==> src/hdl/rangefinder_frame_decoder_core_defines.svh <==
// Assertion macros for the rangefinder frame decoder.
// Used by the top level only; needs clk_i and rst_ni in the using scope.
`ifndef RANGEFINDER_FRAME_DECODER_CORE_DEFINES_SVH
`define RANGEFINDER_FRAME_DECODER_CORE_DEFINES_SVH

`ifndef NO_ASSERTIONS
// Implication checked at every clock edge outside reset.
`define RFD_ASSERT_IMPL(lbl, ante, cons, msg) \
  lbl: assert property (@(posedge clk_i) disable iff (!rst_ni) (ante) |-> (cons)) \
    else $error(msg);
// Condition that must never hold outside reset.
`define RFD_ASSERT_NEVER(lbl, cond, msg) \
  lbl: assert property (@(posedge clk_i) disable iff (!rst_ni) !(cond)) \
    else $error(msg);
`else
`define RFD_ASSERT_IMPL(lbl, ante, cons, msg)
`define RFD_ASSERT_NEVER(lbl, cond, msg)
`endif

`endif

==> src/hdl/rfd_pkg.sv <==
// Shared types and constants of the rangefinder frame decoder.
// No dependencies; used by every module of the block.
package rfd_pkg;

  localparam int unsigned QUEUE_DEPTH = 2;

  localparam logic [3:0] FIELD_FIRST = 4'd3;
  localparam logic [3:0] CHECK_POS   = 4'd10;

  localparam logic [7:0] ASCII_ZERO = 8'h30;
  localparam logic [7:0] ASCII_NINE = 8'h39;
  localparam logic [7:0] ASCII_E    = 8'h45;
  localparam logic [7:0] ASCII_R    = 8'h52;

  typedef enum logic [1:0] {
    STATUS_OK         = 2'd0,
    STATUS_CHECKSUM   = 2'd1,
    STATUS_DEVICE_ERR = 2'd2,
    STATUS_NOT_DIGIT  = 2'd3
  } status_e;

  // One closed frame: its verdict and the six digit values, most significant first.
  typedef struct packed {
    status_e          status;
    logic [5:0][3:0]  digits;
  } frame_rec_t;

  function automatic logic is_digit(input logic [7:0] b);
    return (b >= ASCII_ZERO) && (b <= ASCII_NINE);
  endfunction

endpackage

==> src/hdl/rfd_front.sv <==
// Front end: counts bytes into frames, sums them, keeps the field bytes
// and classifies each frame at its checksum byte. Depends on rfd_pkg.
module rfd_front (
  input  logic               clk_i,
  input  logic               rst_ni,
  input  logic [7:0]         rx_byte_i,
  input  logic               push_i,
  output logic               full_o,
  input  logic               q_full_i,
  output logic               q_push_o,
  output rfd_pkg::frame_rec_t q_rec_o
);

  logic [3:0] pos_q, pos_d;
  logic [7:0] sum_q, sum_d;
  logic [7:0] field_q [7];
  logic       accept;
  logic       closing;
  logic [7:0] expect_sum;
  logic       err_match;
  logic       digits_ok;
  logic [2:0] field_idx;

  assign closing  = (pos_q == rfd_pkg::CHECK_POS);
  // Stall only the checksum beat, and only while the queue has no room.
  assign full_o   = closing && q_full_i;
  assign accept   = push_i && !full_o;
  assign q_push_o = accept && closing;

  assign field_idx = 3'(pos_q - rfd_pkg::FIELD_FIRST);

  always_comb begin
    pos_d = pos_q;
    sum_d = sum_q;
    if (accept) begin
      if (closing) begin
        pos_d = '0;
        sum_d = '0;
      end else begin
        pos_d = pos_q + 4'd1;
        sum_d = sum_q + rx_byte_i;
      end
    end
  end

  always_ff @(posedge clk_i or negedge rst_ni) begin
    if (!rst_ni) begin
      pos_q <= '0;
      sum_q <= '0;
    end else begin
      pos_q <= pos_d;
      sum_q <= sum_d;
    end
  end

  always_ff @(posedge clk_i) begin
    if (accept && !closing && (pos_q >= rfd_pkg::FIELD_FIRST)) begin
      field_q[field_idx] <= rx_byte_i;
    end
  end

  assign expect_sum = 8'd0 - sum_q;
  assign err_match  = (field_q[0] == rfd_pkg::ASCII_E) &&
                      (field_q[1] == rfd_pkg::ASCII_R) &&
                      (field_q[2] == rfd_pkg::ASCII_R);
  // The decimal point at field byte 3 is not checked.
  assign digits_ok  = rfd_pkg::is_digit(field_q[0]) && rfd_pkg::is_digit(field_q[1]) &&
                      rfd_pkg::is_digit(field_q[2]) && rfd_pkg::is_digit(field_q[4]) &&
                      rfd_pkg::is_digit(field_q[5]) && rfd_pkg::is_digit(field_q[6]);

  always_comb begin
    if (rx_byte_i != expect_sum) begin
      q_rec_o.status = rfd_pkg::STATUS_CHECKSUM;
    end else if (err_match) begin
      q_rec_o.status = rfd_pkg::STATUS_DEVICE_ERR;
    end else if (!digits_ok) begin
      q_rec_o.status = rfd_pkg::STATUS_NOT_DIGIT;
    end else begin
      q_rec_o.status = rfd_pkg::STATUS_OK;
    end
    // ASCII digits carry their value in the low nibble.
    q_rec_o.digits[5] = field_q[0][3:0];
    q_rec_o.digits[4] = field_q[1][3:0];
    q_rec_o.digits[3] = field_q[2][3:0];
    q_rec_o.digits[2] = field_q[4][3:0];
    q_rec_o.digits[1] = field_q[5][3:0];
    q_rec_o.digits[0] = field_q[6][3:0];
  end

endmodule

==> src/hdl/rfd_queue.sv <==
// Short first-in first-out queue of classified frames between front and back.
// Depends on rfd_pkg.
module rfd_queue #(
  parameter int unsigned Depth = rfd_pkg::QUEUE_DEPTH
) (
  input  logic                clk_i,
  input  logic                rst_ni,
  input  logic                push_i,
  input  rfd_pkg::frame_rec_t wdata_i,
  output logic                full_o,
  input  logic                pop_i,
  output rfd_pkg::frame_rec_t rdata_o,
  output logic                empty_o
);

  localparam int unsigned PtrW = (Depth > 1) ? $clog2(Depth) : 1;
  localparam int unsigned CntW = $clog2(Depth + 1);

  rfd_pkg::frame_rec_t mem [Depth];
  logic [PtrW-1:0] wr_q, rd_q;
  logic [CntW-1:0] cnt_q;
  logic            do_push, do_pop;

  assign full_o  = (cnt_q == CntW'(Depth));
  assign empty_o = (cnt_q == '0);
  assign do_push = push_i && !full_o;
  assign do_pop  = pop_i && !empty_o;
  assign rdata_o = mem[rd_q];

  function automatic logic [PtrW-1:0] next_ptr(input logic [PtrW-1:0] p);
    return (p == PtrW'(Depth - 1)) ? '0 : p + PtrW'(1);
  endfunction

  always_ff @(posedge clk_i or negedge rst_ni) begin
    if (!rst_ni) begin
      wr_q  <= '0;
      rd_q  <= '0;
      cnt_q <= '0;
    end else begin
      if (do_push) wr_q <= next_ptr(wr_q);
      if (do_pop)  rd_q <= next_ptr(rd_q);
      if (do_push && !do_pop) begin
        cnt_q <= cnt_q + CntW'(1);
      end else if (do_pop && !do_push) begin
        cnt_q <= cnt_q - CntW'(1);
      end
    end
  end

  always_ff @(posedge clk_i) begin
    if (do_push) mem[wr_q] <= wdata_i;
  end

endmodule

==> src/hdl/rfd_back.sv <==
// Back end: turns a classified frame into a distance in millimeters over
// two stages and holds the result for the consumer. Depends on rfd_pkg.
module rfd_back (
  input  logic                clk_i,
  input  logic                rst_ni,
  input  logic                q_empty_i,
  input  rfd_pkg::frame_rec_t q_rec_i,
  output logic                q_pop_o,
  output logic                empty_o,
  input  logic                pop_i,
  output logic [19:0]         distance_mm_o,
  output logic [1:0]          status_o
);

  logic             s1_v_q, out_v_q;
  logic [9:0]       hi_q, lo_q;
  rfd_pkg::status_e s1_st_q, out_st_q;
  logic [19:0]      dist_q;
  logic             out_ready, s1_ready;
  logic [9:0]       hi_d, lo_d;
  logic [19:0]      dist_d;

  assign out_ready = !out_v_q || pop_i;
  assign s1_ready  = !s1_v_q || out_ready;
  assign q_pop_o   = !q_empty_i && s1_ready;

  // Meters and fraction, each three digits.
  assign hi_d = 10'(q_rec_i.digits[5]) * 10'd100 + 10'(q_rec_i.digits[4]) * 10'd10
              + 10'(q_rec_i.digits[3]);
  assign lo_d = 10'(q_rec_i.digits[2]) * 10'd100 + 10'(q_rec_i.digits[1]) * 10'd10
              + 10'(q_rec_i.digits[0]);

  assign dist_d = (s1_st_q == rfd_pkg::STATUS_OK)
                ? 20'(hi_q) * 20'd1000 + 20'(lo_q) : '0;

  always_ff @(posedge clk_i or negedge rst_ni) begin
    if (!rst_ni) begin
      s1_v_q  <= 1'b0;
      out_v_q <= 1'b0;
    end else begin
      if (s1_ready)  s1_v_q  <= q_pop_o;
      if (out_ready) out_v_q <= s1_v_q;
    end
  end

  always_ff @(posedge clk_i) begin
    if (q_pop_o) begin
      hi_q    <= hi_d;
      lo_q    <= lo_d;
      s1_st_q <= q_rec_i.status;
    end
    if (out_ready && s1_v_q) begin
      dist_q   <= dist_d;
      out_st_q <= s1_st_q;
    end
  end

  assign empty_o       = !out_v_q;
  assign distance_mm_o = dist_q;
  assign status_o      = out_st_q;

endmodule

==> src/hdl/rangefinder_frame_decoder_core.sv <==
// Rangefinder frame decoder, top level.
// Instantiates rfd_front, rfd_queue and rfd_back; depends on rfd_pkg and the defines header.
//
// Input channel: a beat carries one received byte (rx_byte_i) and is taken on a
// rising edge with push high and full low. Bytes are counted into 11-byte
// frames from reset; bytes 0 to 9 are summed and byte 10 is the checksum.
// Output channel: one result per frame (distance_mm_o, status_o), shown while
// empty is low and taken on a rising edge with pop high.
// Throughput: one byte per cycle while full is low, so one result per frame.
// Path of a result: queue write at the edge that takes the checksum byte,
// then the digit-weighting stage, then the distance register.
// Only the checksum beat can be refused: full rises while the frame queue
// (QueueDepth entries) is full, which happens once the consumer stops popping
// and the back stages and the queue have filled up.
// Reset clears the byte counter, the running sum and all valid flags; no
// result is pending after reset.
`include "rangefinder_frame_decoder_core_defines.svh"

module rangefinder_frame_decoder_core #(
  parameter int unsigned QueueDepth = rfd_pkg::QUEUE_DEPTH
) (
  input  logic        clk_i,
  input  logic        rst_ni,
  input  logic [7:0]  rx_byte_i,
  input  logic        push,
  output logic        full,
  output logic [19:0] distance_mm_o,
  output logic [1:0]  status_o,
  output logic        empty,
  input  logic        pop
);

  logic                q_push, q_full, q_pop, q_empty;
  rfd_pkg::frame_rec_t q_wdata, q_rdata;

  rfd_front u_front (
    .clk_i     (clk_i),
    .rst_ni    (rst_ni),
    .rx_byte_i (rx_byte_i),
    .push_i    (push),
    .full_o    (full),
    .q_full_i  (q_full),
    .q_push_o  (q_push),
    .q_rec_o   (q_wdata)
  );

  rfd_queue #(
    .Depth (QueueDepth)
  ) u_queue (
    .clk_i   (clk_i),
    .rst_ni  (rst_ni),
    .push_i  (q_push),
    .wdata_i (q_wdata),
    .full_o  (q_full),
    .pop_i   (q_pop),
    .rdata_o (q_rdata),
    .empty_o (q_empty)
  );

  rfd_back u_back (
    .clk_i         (clk_i),
    .rst_ni        (rst_ni),
    .q_empty_i     (q_empty),
    .q_rec_i       (q_rdata),
    .q_pop_o       (q_pop),
    .empty_o       (empty),
    .pop_i         (pop),
    .distance_mm_o (distance_mm_o),
    .status_o      (status_o)
  );

  `RFD_ASSERT_NEVER(a_no_push_when_full, q_push && q_full, "frame pushed into full queue")
  `RFD_ASSERT_IMPL(a_stall_only_on_full_queue, full, q_full, "input stalled with queue room")
  `RFD_ASSERT_IMPL(a_error_has_zero_distance, !empty && (status_o != rfd_pkg::STATUS_OK), distance_mm_o == 20'd0, "error result with nonzero distance")

endmodule
==> config.mk <==
export PLATFORM = sky130hd
export DESIGN_NAME = rangefinder_frame_decoder_core
export DESIGN_NICKNAME = d
export VERILOG_FILES = /design/src/hdl/rfd_pkg.sv /design/src/hdl/rfd_front.sv /design/src/hdl/rfd_queue.sv /design/src/hdl/rfd_back.sv /design/src/hdl/rangefinder_frame_decoder_core.sv
export VERILOG_INCLUDE_DIRS = /design/src /design/src/hdl
export SDC_FILE = /design/constraint.sdc
export NUM_CORES = 1
export LEC_CHECK = 0
export BUFFER_PORTS_ARGS = -buffer_cell sky130_fd_sc_hd__buf_2
export CAP_MARGIN = 15
export CORE_MARGIN = 2
export CORE_UTILIZATION = 57
export DETAILED_ROUTE_END_ITERATION = 10
export PLACE_DENSITY = 0.84
export SLEW_MARGIN = 5
export SYNTH_ARGS = -nofsm -noshare
export SYNTH_HDL_FRONTEND = slang
export SYNTH_SLANG_ARGS = --single-unit
==> constraint.sdc <==
create_clock -name clk_i -period 5.6 [get_ports clk_i]
set_input_delay 0 -clock clk_i [delete_from_list [all_inputs] [get_ports clk_i]]
set_output_delay 0 -clock clk_i [all_outputs]
set_load 0.05 [all_outputs]
**After elaboration in Yosys (flattened, before gate mapping)**

Memories as Yosys holds them, arrays and structs flattened.
Cells that the tools add are included.

- Memories kept: 2
- RAM bits: 108
- Logic and storage cells: 101
- Register bits: 62
- Output and inout bits: 24

Memories:

| memory | depth | bits a word | rd ports | clocked after memory_dff | wr ports | RTL line | text |
|---|---|---|---|---|---|---|---|
| u_front.field_q | 7 | 8 | 6 | 0 | 1 | rfd_front.sv:16 | `logic [7:0] field_q [7];` |
| u_queue.mem | 2 | 26 | 1 | 0 | 1 | rfd_queue.sv:19 | `rfd_pkg::frame_rec_t mem [Depth];` |

- Multiply operators: 5
- Order comparisons: 13
- Reduce and logical (&&, ||, !) cells: 37
- Eq/ne operators: 6
- $add $sub $neg: 13
- Muxes and demuxes: 13

Operator list:

| operator | number |
|---|---|
| 8-bit by 6-bit greater-or-equal comparator with 1-bit output, second input constant | 6 |
| 8-bit by 6-bit <= comparator with 1-bit output, second input constant | 6 |
| 8-bit by 7-bit equality test with 1-bit output, second input constant | 3 |
| 1-bit logical AND | 24 |
| 10-bit by 4-bit adder with 10-bit output | 2 |
| 10-bit by 8-bit adder with 10-bit output | 2 |
| 20-bit by 10-bit adder with 20-bit output | 1 |
| 10-bit by 7-bit multiplier with 17-bit output, second input constant | 1 |
| 4-bit by 5-bit multiplier with 8-bit output, second input constant | 2 |
| 4-bit by 3-bit multiplier with 7-bit output, second input constant | 2 |
| 2-bit two-way mux | 5 |
| 8-bit adder | 1 |
| 1-bit zero test | 8 |
| 8-bit two-way mux | 1 |
| 8-bit inequality test | 1 |
| 1-bit by 8-bit subtractor with 8-bit output, first input constant | 1 |
| 1-bit two-way mux | 6 |
| 4-bit by 1-bit adder with 4-bit output, second input constant | 1 |
| 4-bit equality test, second input constant | 1 |
| 4-bit by 2-bit greater-or-equal comparator with 1-bit output, second input constant | 1 |
| 2-bit zero test | 2 |
| 4-bit two-way mux | 1 |
| 3-bit by 2-bit subtractor with 3-bit output, second input constant | 1 |
| 1-bit adder, second input constant | 2 |
| other kinds (5) | 6 |

**Longest topological paths before layout**

An unclocked memory read counts as a cell.

- Depth in word-level cells: 11
- Gate-level depth with buffers: 17
- Mapped depth without buffers: 16

**By module**

Synthesis repeated with hierarchy kept, for this count alone.

- Cells, all modules: 835
- Area, all modules: 10383.7 sq um

Modules (own cells, without submodules):

| module | instances | cells each | area an instance (sq um) |
|---|---|---|---|
| rfd_back | 1 | 503 | 5265.0 |
| rfd_front | 1 | 232 | 2945.3 |
| rfd_queue | 1 | 100 | 2173.3 |

**Least setup slack after synthesis**

Ideal clock, no wire load.

- Path type: register to register
- Start point: register u_back.hi_q[5]
- End point: register u_back.dist_q[18], in the netlist u_back.distance_mm_o[18], data pin
- Period minus slack after synthesis: 5.254 ns
- Path slack: 0.346 ns
- Stages on the path, launching flop included: 16
- Path buffers: 0
- Data arrival time: 5.107 ns
- Library setup time: 0.147 ns
- Required time: 5.453 ns
- Cells stage by stage: edfxtp_1 inv_1 fa_1 fa_1 inv_1 fa_1 inv_1 fa_1 inv_1 ha_1 or4_1 o21a_2 xnor2_2 or4_4 or4_1 a21oi_1

- Cells in the longest elaborated chain, start to end: 2

Ends and longest elaborated chain:

| what | RTL line | text |
|---|---|---|
| start: declaration | rfd_back.sv:16 | `logic [9:0] hi_q, lo_q;` |
| start signal: assignment | rfd_back.sv:48 | `hi_q <= hi_d;` |
| 10-bit by 7-bit multiplier with 17-bit output | rfd_back.sv:34 | `? 20'(hi_q) * 20'd1000 + 20'(lo_q) : '0;` |
| 20-bit by 10-bit adder with 20-bit output | rfd_back.sv:34 |  |
| end signal: assignment | rfd_back.sv:53 | `dist_q <= dist_d;` |
| end: declaration | rfd_back.sv:18 | `logic [19:0] dist_q;` |

Every way passes these cells.
A chain may end at the register's enable or synchronous reset.

**Worst setup path in the final report**

- Start point: register u_back.hi_q[4]
- End point: register u_back.dist_q[18], in the netlist u_back.distance_mm_o[18], data pin

Same word-level chain as after synthesis.

==> impl_metrics.csv <==
group,metric,value,unit
routing,drt_iter0_markers,249,
global_routing,grt_pass1_vias,6244,
critical_path,crit_type,"reg -> reg",
floorplan,die_y,135.3,um
timing,final-setup-viol-count,0,
yosys,synth-seq-area-share,48.59,%
outcome,run_status,"completed",
timing,fin_ws,0.1767,ns
finish,syn_to_final_growth,13.03,%
clocking,htreeDepth,4,
yosys,synthTopCellsByCount,"144 x edfxtp_1, 105 x ha_1, 102 x inv_1",
global_routing,grtUsageMet3,4.452,%
yosys,yosysMostFrequentCell,"edfxtp_1",
clocking,cts_buffer_depth,2,
yosys,yosysTopAreaCell,"edfxtp_1",
clocking,clock_latency,0.44,ns
timing,clock_skew,0.01184,ns
critical_path,reg2reg_to,"u_back.distance_mm_o[18]",
critical_path,cp_max_fo,6,
global_routing,grt_antenna_before_repair,0,
placed_design,dp_slack,0.1585,ns
yosys,synthesis.nets,946,
placed_design,gp_congestion,0.8517,
routing,first_pass_iters,5,
worst_hold_path,worstHoldPathType,"in -> async",
routing,remaining_drc_errors,0,
yosys,yosysWarnings,0,
finish,n_antenna_cell,0,
clocking,clk_pin_slew,0.07,ns
critical_path,r2r.worst_path.cells,15,
placed_design,port_buffers,35,
finish,fin_nets,1019,
yosys,avgSynthCellArea,12.48,um2
yosys,ys.flop_type,"edfxtp_1",
floorplan,die-width,135.3,um
timing,min_period,5.423,ns
critical_path,worst_ep_arrival_time,5.70,ns
yosys,synth_top_area_share,44.01,%
timing,worst_pin_slew,0.9851,ns
global_routing,grt_pass1_wl,29160,um
timing,max_freq,184.4,MHz
floorplan,dieArea,18300,um2
clocking,numClockSinks,162,
critical_path,r2r-start,"u_back.hi_q[4]",
critical_path,regToRegSetupSlack,0.18,ns
routing,vias,6104,
floorplan,start_util,57.61,%
critical_path,crit_path_end_kind,"flop",
global_routing,busiest_layer,"met2",
placed_design,dp.cells,1044,
timing,slew_headroom,34.32,%
routing,wirelength,17910,um
finish,drive_gt1_share,14.20,%
global_routing,met2_usage,38.24,%
timing,slew_viol_final,0,
critical_path,critPathLaunch,"u_back.hi_q[4]",
global_routing,grt_usage,20.78,%
routing,drtAntennaViolNets,0,
timing,hold_viol_final,0,
floorplan,ioPinCount,36,
critical_path,cp-start-kind,"flop",
yosys,synth.ff_latch_count,162,
critical_path,crit_required,5.88,ns
yosys,synth.distinct_cells,67,
yosys,synthTopCellsByArea,"edfxtp_1 44%, ha_1 13%, fa_1 8.6%, dfrtp_1 4.6%, inv_1 3.9%",
placed_design,hpwl,13090,um
global_routing,overflow,0,
routing,viasPerCell,5.559,
clocking,cts_tree,"yes",
timing,period_share,96.85,%
clocking,cts_buffers,17,
yosys,synth_cells,787,
run,maxCapViolCount,0,
floorplan,rows,48,
clocking,cts_root_buffer,"clkbuf_16",
yosys,synth_edf_count,144,
global_routing,grt_max_degree,27,
yosys,synthArstFlopShare,11.11,%
floorplan,core_area,17060,um2
finish,final_cells,1098,
global_routing,grt_use_met1,23.68,%
routing,wl_per_cell,16.32,um
yosys,synth_area,9826,um2
kinds of logic after synthesis:
logic type,after synthesis,synth area share [%]
compound gates,120,8.468
xor+xnor,56,5.068
fa+ha+maj,147,21.93
buf+inv,111,4.253
flops,162,48.59
mux,28,3.082
simple gates,163,8.608
final cells by class:
type                       count  area (um2)
fill                        1229        5951
sequential                   162        4775
multi-input combinational    514        4647
clock buffer                  17       425.4
timing repair buffer          63       412.9
inverter                     102       382.9
tap                          225       281.5
clock inverter                15       181.4
layout by cell type (no fill, tap or decap), types with 3 or more instances in the layout:
cell type	instances
o21bai_1	9
nor2_1	42
a21o_1	13
buf_4	17
nor3_1	12
xnor2_1	35
ha_1	105
or4_1	3
and3_1	4
mux2i_1	10
clkbuf_16	17
fa_1	42
mux2_2	18
dlygate4sd3_1	11
nand4_1	7
nand2b_1	6
nor2b_1	8
o211ai_1	4
nand3_1	5
nand2_1	38
inv_1	99
clkinvlp_4	4
inv_8	4
nor4b_1	4
inv_2	3
edfxtp_1	144
o21ai_0	25
xor2_1	20
nor4_1	6
buf_2	35
clkinv_8	5
and2_1	8
o21a_1	3
a21oi_1	32
or3_1	4
dfrtp_1	18
nor3b_1	3
repair_timing:
action,in CTS,in global routing
endpoints found under the setup margin,0,2
buffers inserted,0,11
hold buffers,11,0
hold endpoints to repair,70,0
resized for setup,0,5
worst max-delay path by stage:
| stage | end | cells past startpoint |
|---|---|---|
| after detailed placement | u_back.distance_mm_o[18] | 15 |
| final | u_back.distance_mm_o[18] | 15 |
| after global routing | u_back.distance_mm_o[18] | 15 |
| after floorplan | u_back.distance_mm_o[18] | 15 |
| after CTS | u_back.distance_mm_o[18] | 15 |
| after global placement | u_back.distance_mm_o[18] | 15 |
per-layer routing:
metal,up-vias,share of wire (%),wire (um)
met3,32,3.4,618
met2,144,54,9644
met5,-,0,0
met4,0,2.4,433
li1,2953,-,-
met1,2975,40,7217
sequential cells by signal, summed over array words and instances, names as in the netlist:
register,count
u_back.status_o,2
u_back.out_v_q,1
u_front.field_q,48
u_back.s1_v_q,1
u_back.s1_st_q,2
u_back.hi_q,10
u_queue.cnt_q,2
u_queue.rd_q,1
u_back.distance_mm_o,20
u_queue.mem,52
u_back.lo_q,10
u_front.pos_q,4
u_queue.wr_q,1
u_front.sum_q,8
critical path, cell delays in order (launching register included):
cell      delay (ns)
edfxtp_1        0.45
inv_2           0.13
fa_1            0.46
fa_1            0.56
inv_1           0.06
fa_1            0.53
inv_1           0.06
fa_1            0.52
inv_1           0.05
ha_1            0.26
or4_4           0.54
o21a_2          0.25
xnor2_2         0.17
or4_4           0.56
or4_1           0.52
a21oi_1         0.15
metrics by stage:
stage	util (%)	hold WS, ns	setup TNS, ns	instance area, um2
floorplan	-	-0.2956	0	9826
global placement	60.37	-0.03730	0	10300
detailed placement	60.37	-0.03556	0	10300
CTS	64.58	0.02580	0	11010
global route	65.11	0.07480	-0.04697	11110
finish	65.11	0.02164	0	11110
Power is not shown: default switching activity piles up to over one toggle a cycle in this logic, so the estimate is an artifact.
